<file path="src/sv/wsr_pkg.sv">
// Shared constants and controller/datapath command and status types for the resampler.
`default_nettype none
package wsr_pkg;

  localparam int HALF_TAPS_DEF     = 32;
  localparam int HISTORY_DEPTH_DEF = 128;
  localparam int COUNT_BITS_DEF    = 24;
  localparam int MAX_RESULTS       = 40;

  localparam int POS_W    = 40;
  localparam int IPOS_W   = 24;
  localparam int FRAC_W   = 16;
  localparam int STEP_W   = 21;
  localparam int RATIO_W  = 17;
  localparam int SAMPLE_W = 16;
  localparam int WEIGHT_W = 18;
  localparam int WIDX_W   = 7;
  localparam int PROD_W   = SAMPLE_W + WEIGHT_W;
  localparam int CFG_IDX_W  = 2;
  localparam int CFG_DATA_W = STEP_W;

  localparam logic [CFG_IDX_W-1:0] REG_STEP  = 2'd0;
  localparam logic [CFG_IDX_W-1:0] REG_RATIO = 2'd1;

  localparam logic REQ_WEIGHT = 1'b0;
  localparam logic REQ_SAMPLE = 1'b1;

  localparam logic [STEP_W-1:0]  STEP_RESET  = 21'd65536;
  localparam logic [RATIO_W-1:0] RATIO_RESET = 17'd65536;

  typedef struct packed {
    logic wr_weight;
    logic wr_sample;
    logic calc_total;
    logic setup;
    logic interp;
    logic do_round;
    logic emit;
    logic last;
    logic restart;
  } cmd_t;

  typedef struct packed {
    logic busy;
    logic norm_go;
    logic flush_go;
    logic more_after;
    logic out_free;
  } status_t;

endpackage
`default_nettype wire

</file>
<file path="src/sv/wsr_ctrl.sv">
// Controller: sequences weight writes, sample intake, per-output MAC runs and the end-of-stream flush.
`default_nettype none
module wsr_ctrl (
  input  wire logic               clk_i,
  input  wire logic               rst_ni,
  input  wire logic               in_valid_i,
  output logic                    in_ready_o,
  input  wire logic               req_type_i,
  input  wire logic               final_sample_i,
  output wsr_pkg::cmd_t           cmd_o,
  input  wire wsr_pkg::status_t   st_i
);
  import wsr_pkg::*;

  localparam int NW = $clog2(MAX_RESULTS + 1);

  typedef enum logic [7:0] {
    S_IDLE   = 8'b0000_0001,
    S_TOTAL  = 8'b0000_0010,
    S_CHECK  = 8'b0000_0100,
    S_SETUP  = 8'b0000_1000,
    S_RUN    = 8'b0001_0000,
    S_INTERP = 8'b0010_0000,
    S_ROUND  = 8'b0100_0000,
    S_EMIT   = 8'b1000_0000
  } state_e;

  state_e          state_q, state_d;
  logic            flush_q, flush_d;
  logic [NW-1:0]   n_q, n_d;
  logic            accept;
  logic            go;

  assign in_ready_o = (state_q == S_IDLE);
  assign accept     = in_valid_i && in_ready_o;

  always_comb begin
    state_d = state_q;
    flush_d = flush_q;
    n_d     = n_q;
    cmd_o   = '0;
    go      = (n_q < NW'(MAX_RESULTS)) && (flush_q ? st_i.flush_go : st_i.norm_go);
    case (state_q)
      S_IDLE: begin
        if (accept) begin
          if (req_type_i == REQ_WEIGHT) begin
            cmd_o.wr_weight = 1'b1;
          end else begin
            cmd_o.wr_sample = 1'b1;
            n_d     = '0;
            flush_d = final_sample_i;
            state_d = final_sample_i ? S_TOTAL : S_CHECK;
          end
        end
      end
      S_TOTAL: begin
        cmd_o.calc_total = 1'b1;
        state_d = S_CHECK;
      end
      S_CHECK: begin
        if (go) begin
          state_d = S_SETUP;
        end else begin
          cmd_o.restart = flush_q;
          state_d = S_IDLE;
        end
      end
      S_SETUP: begin
        cmd_o.setup = 1'b1;
        state_d = S_RUN;
      end
      S_RUN: begin
        if (!st_i.busy) begin
          state_d = S_INTERP;
        end
      end
      S_INTERP: begin
        cmd_o.interp = 1'b1;
        state_d = S_ROUND;
      end
      S_ROUND: begin
        cmd_o.do_round = 1'b1;
        state_d = S_EMIT;
      end
      S_EMIT: begin
        if (st_i.out_free) begin
          cmd_o.emit = 1'b1;
          cmd_o.last = flush_q && ((n_q == NW'(MAX_RESULTS - 1)) || !st_i.more_after);
          n_d     = n_q + 1'b1;
          state_d = S_CHECK;
        end
      end
      default: begin
        state_d = S_IDLE;
      end
    endcase
  end

  always_ff @(posedge clk_i or negedge rst_ni) begin
    if (!rst_ni) begin
      state_q <= S_IDLE;
      flush_q <= 1'b0;
      n_q     <= '0;
    end else begin
      state_q <= state_d;
      flush_q <= flush_d;
      n_q     <= n_d;
    end
  end

`ifndef SYNTH
  a_idle_quiet: assert property (@(posedge clk_i) disable iff (!rst_ni)
    (state_q == S_IDLE) |-> !st_i.busy)
    else $error("tap pipeline still busy while accepting transfers");
  a_result_cap: assert property (@(posedge clk_i) disable iff (!rst_ni)
    n_q <= NW'(MAX_RESULTS))
    else $error("more results for one input than allowed");
`endif

endmodule
`default_nettype wire

</file>
<file path="config.mk">
export PLATFORM = sky130hd
export DESIGN_NAME = wsr_ctrl
export DESIGN_NICKNAME = d
export VERILOG_FILES = /design/src/sv/wsr_pkg.sv /design/src/sv/wsr_ctrl.sv
export SDC_FILE = /design/constraint.sdc
export NUM_CORES = 1
export LEC_CHECK = 0
export BUFFER_PORTS_ARGS = -buffer_cell sky130_fd_sc_hd__buf_2
export CORE_MARGIN = 1
export CORE_UTILIZATION = 57
export DETAILED_ROUTE_END_ITERATION = 16
export PLACE_DENSITY = 0.83
export REMOVE_ABC_BUFFERS = 1
export SETUP_SLACK_MARGIN = 0.02
export SLEW_MARGIN = 20
export SYNTH_ARGS = -nofsm -noshare
export SYNTH_HDL_FRONTEND = slang
export SYNTH_SLANG_ARGS = --single-unit
</file>
<file path="constraint.sdc">
create_clock -name clk_i -period 3.35 [get_ports clk_i]
set_input_delay 0 -clock clk_i [delete_from_list [all_inputs] [get_ports clk_i]]
set_output_delay 0 -clock clk_i [all_outputs]
set_load 0.1 [all_outputs]
</file>
==> qor.tcl <==
set qor(initial_utilization) 0.622
set qor(internal_power_uw) 413
set qor(synth_sequential_area_ratio) 0.393
set qor(initialDrtViolationCount) 27
set qor(synthesis.yosys.warnings) 0
set qor(rows) 14
set qor(yosys_most_used_dff) {dfrtp_1}
set qor(worstSkewPairLatency_ns) 0.29
set qor(gr-total-overflow) 0
set qor(worstSetupStartpointType) {flip-flop}
set qor(fp.dieArea_mm2) 0.00185
set qor(async_reset_ff_frac) 1.00
set qor(fraction_of_final_layout_cells_with_drive_strength_greater_than_1) 0.275
set qor(grt_use_total) 0.256
set qor(nets) 132
set qor(power_frac_seq) 0.316
set qor(worst_ep_required_time_ns) 3.35
set qor(timing.final.max_slew_violations) 0
set qor(drt.antenna.violating_nets) 0
set qor(number_of_synthesized_flops_with_an_enable_pin) 0
set qor(critical_path.top_delay_family) {simple AND/OR/NAND/NOR gates}
set qor(routed-via-count) 882
set qor(pwr_density_cell_mw_per_mm2) 818
set qor(clock_sink_count) 15
set qor(hold_path.class) {input pin to flip-flop}
set qor(clk_root_buffer_cell) {clkbuf_4}
set qor(die_y_um) 43.0
set qor(cts_tree) {done}
set qor(worst_ir_drop_vdd_mv) 0.909
set qor(timing.final.crit_share) 0.728
set qor(grt_pass1_vias) 802
set qor(postCtsSetupRepairBufs) 0
set qor(utilization_after_layout) 0.713
set qor(clock_skew_ns) 0.00633
set qor(cts-buffers-inserted) 3
set qor(status) {finished, final reports clean}
set qor(post_layout_nonfiller_instances) 136
set qor(synthDistinctLibCells) 43
set qor(tns_ns) 0
set qor(cp-end-kind) {primary output}
set qor(grt_pass1_wl_um) 3520
set qor(netlist_instances) 100
set qor(worst_setup_slack_for_register_to_register_paths_ns) 1.43
set qor(max_stage_delay_ns) 0.66
set qor(timing_hold_violations_final) 0
set qor(top_signal_layer_used) {met4}
set qor(finalCriticalPeriod_ns) 2.44
set qor(antennaDiodeCount) 0
set qor(antenna_violations_before_repair) 0
set qor(maxCapViolCount) 0
set qor(cp.arrival_ns) 2.44
set qor(synth.avg_cell_area_um2) 9.58
set qor(detail_route.drc_violations) 0
set qor(max_slew.worst_pin.slew_ns) 0.696
set qor(mostFrequentLayoutCells) {19 x buf_2, 14 x dfrtp_1, 8 x o21ai_0}
set qor(ctsLongestPathBuffers) 2
set qor(slew-limit-headroom) 0.532
set qor(cts-htree-levels) 1
set qor(power.static_leakage_nw) 0.509
set qor(grt_max_degree) 16
set qor(drt_first_pass_iters) 4
set qor(dr_wl_met2_um) 1010
set qor(dp.final_hpwl_um) 1590
set qor(area_growth_pct) 14.6
set qor(stdcell_area_mm2) 0.00110
set qor(startpoint) {state_q[6]}
set qor(switchingPower_uw) 486
set qor(power.clock.fraction) 0.118
set qor(worst-path-max-fanout) 11
set qor(post_synthesis_cell_area_um2) 958
set qor(place_congestion) 0.935
set qor(worst_setup_hold_path_clk_slew_ns) 0.09
set qor(slowest_stage) {nor4_1}
set qor(chipWidth_um) 43.0
set qor(placeableCoreArea_mm2) 0.00154
set qor(power.share.switching) 0.541
set qor(rsz_0062_raised_after_global_routing) {no}
set qor(worstPathCellList) {nor4_1 > nand2_1 > nor3b_1 > buf_2}
set qor(final.hold.worst_slack_ns) 0.00453
set qor(mostFrequentLayoutCell) {buf_2}
set qor(critical_path_buf_inv_count) 1
set qor(critPathKind) {flip-flop to primary output}
set qor(route.detailed.vias_per_inst) 6.49
set qor(setup_viol) 0
set qor(share_comb_of_total_power) 0.566
set qor(hold_wc_startpoint) {st_i[4]}
set qor(met3_wirelength_um) 98
set qor(post-place-cells) 130
set qor(worst_r2r_startpoint) {state_q[6]}
set qor(routed_wl_um) 2140
set qor(number_of_buffers_inserted_for_hold_repair_after_clock_tree_synthesis) 2
set qor(dpl-instance-area_mm2) 0.00105
set qor(route.detailed.wl_per_inst_um) 15.7
set qor(maxClockFrequency_mhz) 410
set qor(flops_latches_synth) 15
set qor(ctsResizeCount) 0
set qor(place.port_buffers) 19
set qor(routed_length_on_met1_um) 1020
set qor(ioPinCount) 20
[tightest hold or removal path: stages]
cell and delay [ns]:
buf_2 0.09, nor3_1 0.05, a2bb2oi_1 0.12
[per-layer routing]
layer,track usage,up-vias
met4,0.0545,0
met2,0.388,29
met3,0.0511,2
li1,-,421
met1,0.382,430
met5,0,-
[final timing paths]
| path | depth (start not counted) | to |
|---|---|---|
| hold / removal | 3 | state_q[5] |
| min in group asynchronous | 2 | n_q[5] |
| setup / recovery | 4 | cmd_o[8] |
| hold reg to reg | 1 | n_q[1] |
| setup reg to reg | 4 | n_q[0] |
| max in group asynchronous | 2 | state_q[0] |
[area by class of cell]
class / count / area, um^2
Clock buffer: 3 / 22.5
Clock inverter: 1 / 5.00
Fill cell: 138 / 443
Inverter: 2 / 7.51
Multi-Input combinational cell: 78 / 552
Sequential cell: 15 / 377
Tap cell: 16 / 20.0
Timing Repair Buffer: 21 / 115
[synthesized netlist by cell type, types with 2 or more instances]
library cell / instances / area [um^2]
a21oi_1: 3 / 15.0
and2_1: 2 / 12.5
and3_1: 2 / 12.5
buf_2: 3 / 15.0
clkbuf_1: 2 / 7.51
dfrtp_1: 14 / 350
inv_1: 2 / 7.51
mux2_2: 3 / 33.8
mux2i_1: 2 / 20.0
nand2_1: 6 / 22.5
nand2b_1: 3 / 18.8
nand3_1: 4 / 20.0
nand4_1: 2 / 12.5
nor2_1: 6 / 22.5
nor3_1: 2 / 10.0
nor3b_1: 4 / 30.0
nor4_1: 3 / 18.8
nor4b_1: 3 / 26.3
o21ai_0: 8 / 40.0
or3_1: 3 / 18.8
[logic make-up after synthesis]
logic type,Yosys count,share of synthesized area
compound gates,19,0.136
xor+xnor,2,0.0183
fa+ha+maj,1,0.0131
buf+inv,7,0.0313
flops,15,0.393
mux,5,0.0561
simple gates,51,0.352
[metrics by stage]
step | total power [mW] | setup slack, ns
2_1_floorplan | 0.691 | -1.16
3_3_place_gp | 0.774 | 1.33
3_5_place_dp | 0.791 | 1.26
4_1_cts | 0.897 | 0.934
5_1_grt | 0.956 | 0.677
6_report | 0.899 | 0.911
[flip-flops by register name (all words and copies together) (netlist names)]
signal / flops
flush_q: 1
n_q: 6
state_q: 8
[power by group through the flow]
stage | logic [mW] | registers, mW | clock network [mW]
3_5_place_dp | 0.504 | 0.287 | 0
3_3_place_gp | 0.495 | 0.280 | 0
6_report | 0.509 | 0.284 | 0.106
5_1_grt | 0.549 | 0.293 | 0.114
4_1_cts | 0.508 | 0.282 | 0.107
2_1_floorplan | 0.422 | 0.268 | 0
(Power assumes the default switching activity.)
